<file path="src/hw/rtl/nnsa_pkg.sv">
// Shared types, constants and helper functions for the nearest-neighbor
// scale address generator. No dependencies.
package nnsa_pkg;

   localparam int FRAC_BITS  = 16;
   localparam int DIM_W      = 13;   // width and height register width
   localparam int SLICE_W    = 9;    // slice count register width
   localparam int PB_W       = 4;    // pixel_bytes register width
   localparam int RATIO_W    = 28;   // unsigned 12.16 ratio
   localparam int COORD_W    = 12;   // x and y coordinate width
   localparam int ZCOORD_W   = 8;    // slice coordinate width
   localparam int ROW_W      = 20;   // z*H + y
   localparam int PIX_W      = 32;   // (z*H + y)*W + x
   localparam int OFF_W      = 35;   // byte offset

   localparam int CSR_INDEX_W = 3;
   localparam int CSR_DATA_W  = 28;

   localparam logic [DIM_W-1:0]   MAX_DIM         = DIM_W'(4096);
   localparam logic [SLICE_W-1:0] MAX_SLICES      = SLICE_W'(256);
   localparam logic [PB_W-1:0]    MAX_PIXEL_BYTES = PB_W'(8);
   localparam logic [RATIO_W-1:0] RATIO_ONE       = RATIO_W'(65536);

   localparam logic [CSR_INDEX_W-1:0] REG_SRC_WIDTH   = 3'd0;
   localparam logic [CSR_INDEX_W-1:0] REG_SRC_HEIGHT  = 3'd1;
   localparam logic [CSR_INDEX_W-1:0] REG_SRC_SLICES  = 3'd2;
   localparam logic [CSR_INDEX_W-1:0] REG_PIXEL_BYTES = 3'd3;
   localparam logic [CSR_INDEX_W-1:0] REG_RATIO_X     = 3'd4;
   localparam logic [CSR_INDEX_W-1:0] REG_RATIO_Y     = 3'd5;
   localparam logic [CSR_INDEX_W-1:0] REG_RATIO_Z     = 3'd6;

   typedef struct packed {
      logic [DIM_W-1:0]    width;
      logic [DIM_W-1:0]    height;
      logic [PB_W-1:0]     pixel_bytes;
      logic [RATIO_W-1:0]  ratio_x;
      logic [RATIO_W-1:0]  ratio_y;
      logic [RATIO_W-1:0]  ratio_z;
      logic [COORD_W-1:0]  x_limit;
      logic [COORD_W-1:0]  y_limit;
      logic [ZCOORD_W-1:0] z_limit;
   } cfg_type;

   // A size of zero acts as one; larger sizes saturate at the maximum.
   function automatic logic [DIM_W-1:0] sat_dim(input logic [DIM_W-1:0] v);
      logic [DIM_W-1:0] r;
      if (v == '0) begin
         r = DIM_W'(1);
      end else if (v > MAX_DIM) begin
         r = MAX_DIM;
      end else begin
         r = v;
      end
      return r;
   endfunction

   function automatic logic [SLICE_W-1:0] sat_slices(input logic [SLICE_W-1:0] v);
      logic [SLICE_W-1:0] r;
      if (v == '0) begin
         r = SLICE_W'(1);
      end else if (v > MAX_SLICES) begin
         r = MAX_SLICES;
      end else begin
         r = v;
      end
      return r;
   endfunction

   function automatic logic [PB_W-1:0] sat_pixel_bytes(input logic [PB_W-1:0] v);
      logic [PB_W-1:0] r;
      if (v > MAX_PIXEL_BYTES) begin
         r = MAX_PIXEL_BYTES;
      end else begin
         r = v;
      end
      return r;
   endfunction

endpackage

</file>
<file path="src/hw/rtl/nnsa_cfg.sv">
// Configuration registers of the scale address generator.
// Depends on nnsa_pkg; stores sizes already saturated and derives axis limits.
module nnsa_cfg import nnsa_pkg::*; (
   input  logic                   clock,
   input  logic                   reset,
   input  logic                   csr_write_en,
   input  logic [CSR_INDEX_W-1:0] csr_index,
   input  logic [CSR_DATA_W-1:0]  csr_wdata,
   output cfg_type                cfg
);

   logic [DIM_W-1:0]   width_ff, width_in;
   logic [DIM_W-1:0]   height_ff, height_in;
   logic [SLICE_W-1:0] slices_ff, slices_in;
   logic [PB_W-1:0]    pb_ff, pb_in;
   logic [RATIO_W-1:0] ratio_x_ff, ratio_x_in;
   logic [RATIO_W-1:0] ratio_y_ff, ratio_y_in;
   logic [RATIO_W-1:0] ratio_z_ff, ratio_z_in;
   logic [SLICE_W-1:0] slices_m1;

   always_comb begin
      width_in   = width_ff;
      height_in  = height_ff;
      slices_in  = slices_ff;
      pb_in      = pb_ff;
      ratio_x_in = ratio_x_ff;
      ratio_y_in = ratio_y_ff;
      ratio_z_in = ratio_z_ff;
      if (csr_write_en) begin
         case (csr_index)
            REG_SRC_WIDTH:   width_in   = sat_dim(csr_wdata[DIM_W-1:0]);
            REG_SRC_HEIGHT:  height_in  = sat_dim(csr_wdata[DIM_W-1:0]);
            REG_SRC_SLICES:  slices_in  = sat_slices(csr_wdata[SLICE_W-1:0]);
            REG_PIXEL_BYTES: pb_in      = sat_pixel_bytes(csr_wdata[PB_W-1:0]);
            REG_RATIO_X:     ratio_x_in = csr_wdata[RATIO_W-1:0];
            REG_RATIO_Y:     ratio_y_in = csr_wdata[RATIO_W-1:0];
            REG_RATIO_Z:     ratio_z_in = csr_wdata[RATIO_W-1:0];
            default: ;
         endcase
      end
   end

   always_ff @(posedge clock) begin
      if (reset) begin
         width_ff   <= DIM_W'(1);
         height_ff  <= DIM_W'(1);
         slices_ff  <= SLICE_W'(1);
         pb_ff      <= PB_W'(1);
         ratio_x_ff <= RATIO_ONE;
         ratio_y_ff <= RATIO_ONE;
         ratio_z_ff <= RATIO_ONE;
      end else begin
         width_ff   <= width_in;
         height_ff  <= height_in;
         slices_ff  <= slices_in;
         pb_ff      <= pb_in;
         ratio_x_ff <= ratio_x_in;
         ratio_y_ff <= ratio_y_in;
         ratio_z_ff <= ratio_z_in;
      end
   end

   assign slices_m1 = slices_ff - SLICE_W'(1);

   always_comb begin
      cfg.width       = width_ff;
      cfg.height      = height_ff;
      cfg.pixel_bytes = pb_ff;
      cfg.ratio_x     = ratio_x_ff;
      cfg.ratio_y     = ratio_y_ff;
      cfg.ratio_z     = ratio_z_ff;
      cfg.x_limit     = COORD_W'(width_ff - DIM_W'(1));
      cfg.y_limit     = COORD_W'(height_ff - DIM_W'(1));
      cfg.z_limit     = slices_m1[ZCOORD_W-1:0];
   end

endmodule

</file>
<file path="src/hw/rtl/nnsa_axis.sv">
// One axis mapping: ratio times destination coordinate, round half up,
// clamp to the source limit. Two register stages. Depends on nnsa_pkg.
module nnsa_axis import nnsa_pkg::*; #(
   parameter int DST_W = 12,
   parameter int OUT_W = 12
) (
   input  logic               clock,
   input  logic [DST_W-1:0]   dst,
   input  logic [RATIO_W-1:0] ratio,
   input  logic [OUT_W-1:0]   limit,
   output logic [OUT_W-1:0]   coord
);

   localparam int PROD_W = RATIO_W + DST_W;
   localparam int SUM_W  = PROD_W + 1;
   localparam int RND_W  = SUM_W - FRAC_BITS;
   localparam logic [SUM_W-1:0] HALF = SUM_W'(1) << (FRAC_BITS - 1);

   logic [PROD_W-1:0] prod_ff, prod_in;
   logic [OUT_W-1:0]  coord_ff, coord_in;
   logic [SUM_W-1:0]  sum;
   logic [RND_W-1:0]  rounded;

   assign prod_in = ratio * dst;

   always_comb begin
      sum     = {1'b0, prod_ff} + HALF;
      rounded = sum[SUM_W-1:FRAC_BITS];
      if (rounded > RND_W'(limit)) begin
         coord_in = limit;
      end else begin
         coord_in = rounded[OUT_W-1:0];
      end
   end

   always_ff @(posedge clock) begin
      prod_ff  <= prod_in;
      coord_ff <= coord_in;
   end

   assign coord = coord_ff;

endmodule

</file>
<file path="src/hw/rtl/nnsa_offset.sv">
// Byte offset of the chosen source pixel, ((z*H + y)*W + x)*pixel_bytes,
// over three register stages with the coordinates carried alongside. Uses nnsa_pkg.
module nnsa_offset import nnsa_pkg::*; (
   input  logic                clock,
   input  logic                reset,
   input  logic                in_valid,
   input  logic [COORD_W-1:0]  in_x,
   input  logic [COORD_W-1:0]  in_y,
   input  logic [ZCOORD_W-1:0] in_z,
   input  cfg_type             cfg,
   output logic                out_valid,
   output logic [COORD_W-1:0]  out_x,
   output logic [COORD_W-1:0]  out_y,
   output logic [ZCOORD_W-1:0] out_z,
   output logic [OFF_W-1:0]    out_offset
);

   logic [2:0] valid_ff, valid_in;

   logic [COORD_W-1:0]  x3_ff, x4_ff, x5_ff;
   logic [COORD_W-1:0]  y3_ff, y4_ff, y5_ff;
   logic [ZCOORD_W-1:0] z3_ff, z4_ff, z5_ff;

   logic [ROW_W-1:0] row_ff, row_in;
   logic [PIX_W-1:0] pix_ff, pix_in;
   logic [OFF_W-1:0] off_ff, off_in;

   logic [ZCOORD_W+DIM_W-1:0] zh;
   logic [ROW_W+DIM_W-1:0]    rw;
   logic [PIX_W+PB_W-1:0]     pb_prod;

   assign valid_in = {valid_ff[1:0], in_valid};

   always_comb begin
      zh      = in_z * cfg.height;
      row_in  = ROW_W'(zh) + ROW_W'(in_y);
      rw      = row_ff * cfg.width;
      pix_in  = PIX_W'(rw) + PIX_W'(x3_ff);
      pb_prod = pix_ff * cfg.pixel_bytes;
      off_in  = pb_prod[OFF_W-1:0];
   end

   always_ff @(posedge clock) begin
      if (reset) begin
         valid_ff <= '0;
      end else begin
         valid_ff <= valid_in;
      end
   end

   always_ff @(posedge clock) begin
      row_ff <= row_in;
      x3_ff  <= in_x;
      y3_ff  <= in_y;
      z3_ff  <= in_z;
      pix_ff <= pix_in;
      x4_ff  <= x3_ff;
      y4_ff  <= y3_ff;
      z4_ff  <= z3_ff;
      off_ff <= off_in;
      x5_ff  <= x4_ff;
      y5_ff  <= y4_ff;
      z5_ff  <= z4_ff;
   end

   assign out_valid  = valid_ff[2];
   assign out_x      = x5_ff;
   assign out_y      = y5_ff;
   assign out_z      = z5_ff;
   assign out_offset = off_ff;

endmodule

</file>
<file path="src/hw/rtl/nearest_neighbor_scale_address_core.sv">
// Nearest-neighbor scale address generator, top level. Uses nnsa_pkg,
// nnsa_cfg, nnsa_axis and nnsa_offset.
// A start transfer passes the two axis stages and then the three offset stages to its rsp_valid strobe.
// Throughput: one transfer per cycle; busy stays low, the five-stage pipeline never stalls.
// Reset clears all valid bits and restores the register defaults.
module nearest_neighbor_scale_address_core import nnsa_pkg::*; (
   input  logic                   clock,
   input  logic                   reset,
   input  logic                   start,
   output logic                   busy,
   input  logic [COORD_W-1:0]     req_dst_x,
   input  logic [COORD_W-1:0]     req_dst_y,
   input  logic [ZCOORD_W-1:0]    req_dst_z,
   output logic                   rsp_valid,
   output logic [COORD_W-1:0]     rsp_src_x,
   output logic [COORD_W-1:0]     rsp_src_y,
   output logic [ZCOORD_W-1:0]    rsp_src_z,
   output logic [OFF_W-1:0]       rsp_byte_offset,
   input  logic                   csr_write_en,
   input  logic [CSR_INDEX_W-1:0] csr_index,
   input  logic [CSR_DATA_W-1:0]  csr_wdata
);

   cfg_type cfg;

   logic                accept;
   logic [1:0]          valid_ff, valid_in;
   logic [COORD_W-1:0]  sx;
   logic [COORD_W-1:0]  sy;
   logic [ZCOORD_W-1:0] sz;

   assign busy     = 1'b0;
   assign accept   = start && !busy;
   assign valid_in = {valid_ff[0], accept};

   always_ff @(posedge clock) begin
      if (reset) begin
         valid_ff <= '0;
      end else begin
         valid_ff <= valid_in;
      end
   end

   nnsa_cfg u_cfg (
      .clock        (clock),
      .reset        (reset),
      .csr_write_en (csr_write_en),
      .csr_index    (csr_index),
      .csr_wdata    (csr_wdata),
      .cfg          (cfg)
   );

   nnsa_axis #(.DST_W(COORD_W), .OUT_W(COORD_W)) u_axis_x (
      .clock (clock),
      .dst   (req_dst_x),
      .ratio (cfg.ratio_x),
      .limit (cfg.x_limit),
      .coord (sx)
   );

   nnsa_axis #(.DST_W(COORD_W), .OUT_W(COORD_W)) u_axis_y (
      .clock (clock),
      .dst   (req_dst_y),
      .ratio (cfg.ratio_y),
      .limit (cfg.y_limit),
      .coord (sy)
   );

   nnsa_axis #(.DST_W(ZCOORD_W), .OUT_W(ZCOORD_W)) u_axis_z (
      .clock (clock),
      .dst   (req_dst_z),
      .ratio (cfg.ratio_z),
      .limit (cfg.z_limit),
      .coord (sz)
   );

   nnsa_offset u_offset (
      .clock      (clock),
      .reset      (reset),
      .in_valid   (valid_ff[1]),
      .in_x       (sx),
      .in_y       (sy),
      .in_z       (sz),
      .cfg        (cfg),
      .out_valid  (rsp_valid),
      .out_x      (rsp_src_x),
      .out_y      (rsp_src_y),
      .out_z      (rsp_src_z),
      .out_offset (rsp_byte_offset)
   );

endmodule

</file>
<file path="config.mk">
export PLATFORM = sky130hd
export DESIGN_NAME = nearest_neighbor_scale_address_core
export DESIGN_NICKNAME = d
export VERILOG_FILES = /design/src/hw/rtl/nnsa_pkg.sv /design/src/hw/rtl/nnsa_cfg.sv /design/src/hw/rtl/nnsa_axis.sv /design/src/hw/rtl/nnsa_offset.sv /design/src/hw/rtl/nearest_neighbor_scale_address_core.sv
export SDC_FILE = /design/constraint.sdc
export NUM_CORES = 2
export LEC_CHECK = 0
export BUFFER_PORTS_ARGS = -buffer_cell sky130_fd_sc_hd__buf_4
export CORE_ASPECT_RATIO = 0.5
export CORE_MARGIN = 2
export CORE_UTILIZATION = 25
export CTS_BUF_LIST = sky130_fd_sc_hd__clkbuf_2 sky130_fd_sc_hd__clkbuf_4 sky130_fd_sc_hd__clkbuf_8
export DETAILED_ROUTE_END_ITERATION = 7
export PLACE_DENSITY_LB_ADDON = 0.2
export SLEW_MARGIN = 20
export SYNTH_ARGS = -nofsm -noshare
export SYNTH_HDL_FRONTEND = slang
export SYNTH_SLANG_ARGS = --single-unit
export TNS_END_PERCENT = 30
</file>
<file path="constraint.sdc">
create_clock -name clock -period 10.4 [get_ports clock]
set_input_delay 0.52 -clock clock [delete_from_list [all_inputs] [get_ports clock]]
set_output_delay 0.52 -clock clock [all_outputs]
set_load 0.1 [all_outputs]
</file>
==> impl_results.md <==
* Largest net degree at the start of global routing at 94
* Antenna violation net count after detailed routing at 0
* Initial antenna violation count at 9
* Status: completed
* Peak supply drop at about 0.13 mV
* Worst-margin pin slew at 1.08 ns
* Critical path endpoint category: flop
* Top-area cell type share of the netlist area at 37.4%
* Share of cells above drive strength 1 at 5.62%
* Clk slew on worst S/H paths at 0.06 ns
* Main synth FF type: dfxtp_1
* Vias/cell at 4.26
* Clock sinks at 413
* Ports at 136
* Area leader, netlist: fa_1
* Leakage at around 29 nW
* Yosys warnings at 0
* Top post-synthesis cells by area: fa_1 37%, dfxtp_1 15%, ha_1 9.6%
* Power Dens Cells at ~100 mW/mm^2
* Worst-Skew Late Latency at 0.80 ns
* DIE HEIGHT at about 330 um
* Max Slew Vio Count at 0
* Syn Nets at 7599
* CP Launch Type: flop
* PortBufs at 134
* RSZ-0062 raised after global routing: false
* Max-cap check violation count at 0
* Non-filler cells, final at ~9000
* Vias in the first global route at 41759
* Clock Skew at 0.0318 ns
* Setup TNS at 0 ns
* Avg Cell Area, Syn at 8.90 um^2
* Min Tclk post-route at just under 7 ns
* Final hold vios at 0
* CTS root buffer: clkbuf_8
* Post-CTS Setup Repair Bufs at 0
* CP Data Required Time at 11.10 ns
* Min-Delay Path Class: in2reg
* DR vias at 38363
* Commonest non-fill, non-tap cell in the layout: nand2_1
* H-tree levels at 3
* DP HPWL at 118000 um
* Synth-to-layout area growth at 10.7%
* CTS tree: built
* Die width at 663 um
* Gr ovfl total at 0
* Crit path from: u_cfg.width_ff[1]$_SDFFE_PP0P_
* CTS buffer count at a little under 80
* CORE AREA at roughly 0.21 mm^2
* Hold Path Origin: csr_wdata[10]
* Final period util at between 60% and 70%
* Setup CP Type: reg2reg
* Synthesis-stage register bit count at 413
* Start of the worst register-to-register path: u_cfg.width_ff[1]$_SDFFE_PP0P_
* Routability cong. at 0.792
* Die area at 0.221 mm^2
* 1st-iter DRT viols at 1574
* Commonest non-fill, non-tap cells in the layout: 1227 x nand2_1, 1095 x inv_1, 1015 x fa_1
* Tot GR Track Use at roughly 14%
* Site row count at 120
* Placed cell count at 8822
* Total Wirelength at ~150000 um
* Slew HR at 27.3%
* Crit-path max FO at 24
* Post-CTS Resized at 0
* WL/cell at 16.8 um
* Post-synth EDFFs at 0
* Mapped Cells at 6099
* # DRC at 0
* Layout net count at 7560
* CP arrival at approximately 7.5 ns
* Async S/R FF share, synth at 0%
* Synth Cell Area at ~0.054 mm^2
* Endpoints failing setup at 0
* TritonRoute pass-1 iters at 5
* Seq/Total Area, Yosys at 15.2%
* Final hold slack at about 0.11 ns
* Fmax at 148 MHz
* Max Buffers Root-to-Sink at 3
* First-pass GRT wire length at 244000 um
* Netlist cell types at just under 90
* Starting Density at between 20% and 30%
* Worst reg2reg setup slack at about 3.6 ns
-- where the power goes --
| group | switching (W) | total (W) | internal [W] | leakage [nW] |
|---|---|---|---|---|
| clock network | 0.000841 | 0.00202 | 0.00118 | 1.03 |
| logic | 0.00142 | 0.00212 | 0.000703 | 24.2 |
| registers | 0.000291 | 0.00215 | 0.00186 | 3.38 |
-- worst paths after layout --
| path | cells past startpoint | to |
|---|---|---|
| max reg2reg | 24 | u_offset.pix_ff[28]$_DFF_P_ |
| max | 24 | u_offset.pix_ff[28]$_DFF_P_ |
| min | 3 | u_cfg.ratio_y_ff[10]$_SDFFE_PP0P_ |
| min reg2reg | 0 | u_offset.out_x[0]$_DFF_P_ |
-- cells by family after synthesis --
group                    Yosys count  synth area share, %
adder cells (fa/ha/maj)         1433                 47.1
XOR/XNOR                         189                 3.05
flip-flops                       413                 15.2
other                              1              0.00691
AO/OA/AOI/OAI                    524                 6.06
AND/OR/NAND/NOR                 2106                 18.2
multiplexers                      37                0.694
buffers and inverters           1396                 9.72
-- through the flow --
stage | cell area, um^2 | worst slack [ns] | utilization, % | total power (W)
CTS | 60100 | 3.63 | 28.0 | 0.00643
detailed placement | 57900 | 3.64 | 26.9 | 0.00434
finish | 60100 | 3.64 | 28.0 | 0.00630
global placement | 57900 | 3.64 | 26.9 | 0.00434
floorplan | 54300 | 4.35 | - | 0.00364
global route | 60100 | 3.22 | 28.0 | 0.00673
-- final cells by class --
class / count / area [um^2]
multi-input cells: 4290 / 40700
repair buffers: 181 / 1420
diodes: 6 / 15.0
clock inverters: 32 / 485
inverters: 1095 / 4110
well taps: 2867 / 3590
fillers: 23026 / 155000
clock buffers: 115 / 1480
flip-flops and latches: 413 / 8270
-- synth_stat cells, types with 6 or more instances --
cell	instances
a211oi_1	18
nor2b_1	47
mux2i_1	32
a21boi_0	6
or3_1	7
nor3b_1	13
nand2_1	1227
o21a_1	26
ha_1	418
a21o_1	57
o21bai_1	20
buf_1	31
a31oi_1	10
nor2_1	121
o211ai_1	11
and2_1	471
nand3_1	42
nand3b_1	8
or2_2	6
nor3_1	41
nand2b_1	20
fa_1	1015
o31ai_1	8
nand4_1	34
a211o_1	6
o21ai_0	66
a21oi_1	234
or4_1	8
and3_1	24
clkbuf_1	260
nor4_1	12
xnor2_1	120
xor2_1	69
dfxtp_1	413
inv_1	1095
o22ai_1	7
-- state kept, by name (all words and copies together), names as in the netlist, 13 cells and up --
signal	count
u_axis_y.prod_ff	25
u_cfg.ratio_z_ff	28
u_cfg.height_ff	13
u_cfg.ratio_x_ff	28
u_offset.row_ff	20
u_axis_z.prod_ff	21
u_axis_x.prod_ff	25
u_cfg.width_ff	13
u_cfg.ratio_y_ff	28
u_offset.out_offset	35
u_offset.pix_ff	32
-- worst max-delay path, stage by stage (launching register included) --
cell	delay, ns
dfxtp_1	0.58
and2_1	0.30
fa_1	0.54
inv_1	0.05
fa_1	0.47
inv_1	0.05
fa_1	0.52
inv_1	0.06
fa_1	0.53
inv_1	0.05
fa_1	0.47
inv_1	0.05
fa_1	0.47
inv_1	0.04
ha_1	0.33
and3_1	0.22
and2_1	0.13
o21ba_2	0.20
o21ai_1	0.28
a41oi_1	0.29
o211a_1	0.31
o31ai_1	0.32
nand2b_1	0.09
a21oi_1	0.18
xnor2_1	0.14
-- metal layers --
layer  part of all wire (%)  vias to the layer above  global-route usage, %
li1                       -                    18398                      -
met5                      0                        -                      0
met4                    2.2                        0                   3.53
met1                     49                    19284                   19.3
met3                    3.9                      152                   2.22
met2                     45                      529                   22.8
-- what timing repair did --
item | 4_1_cts | 5_1_grt
endpoints found under the hold margin | 54 | 0
endpoints found under the setup margin | 0 | 0
hold buffers | 24 | 0
(Power assumes the default switching activity.)
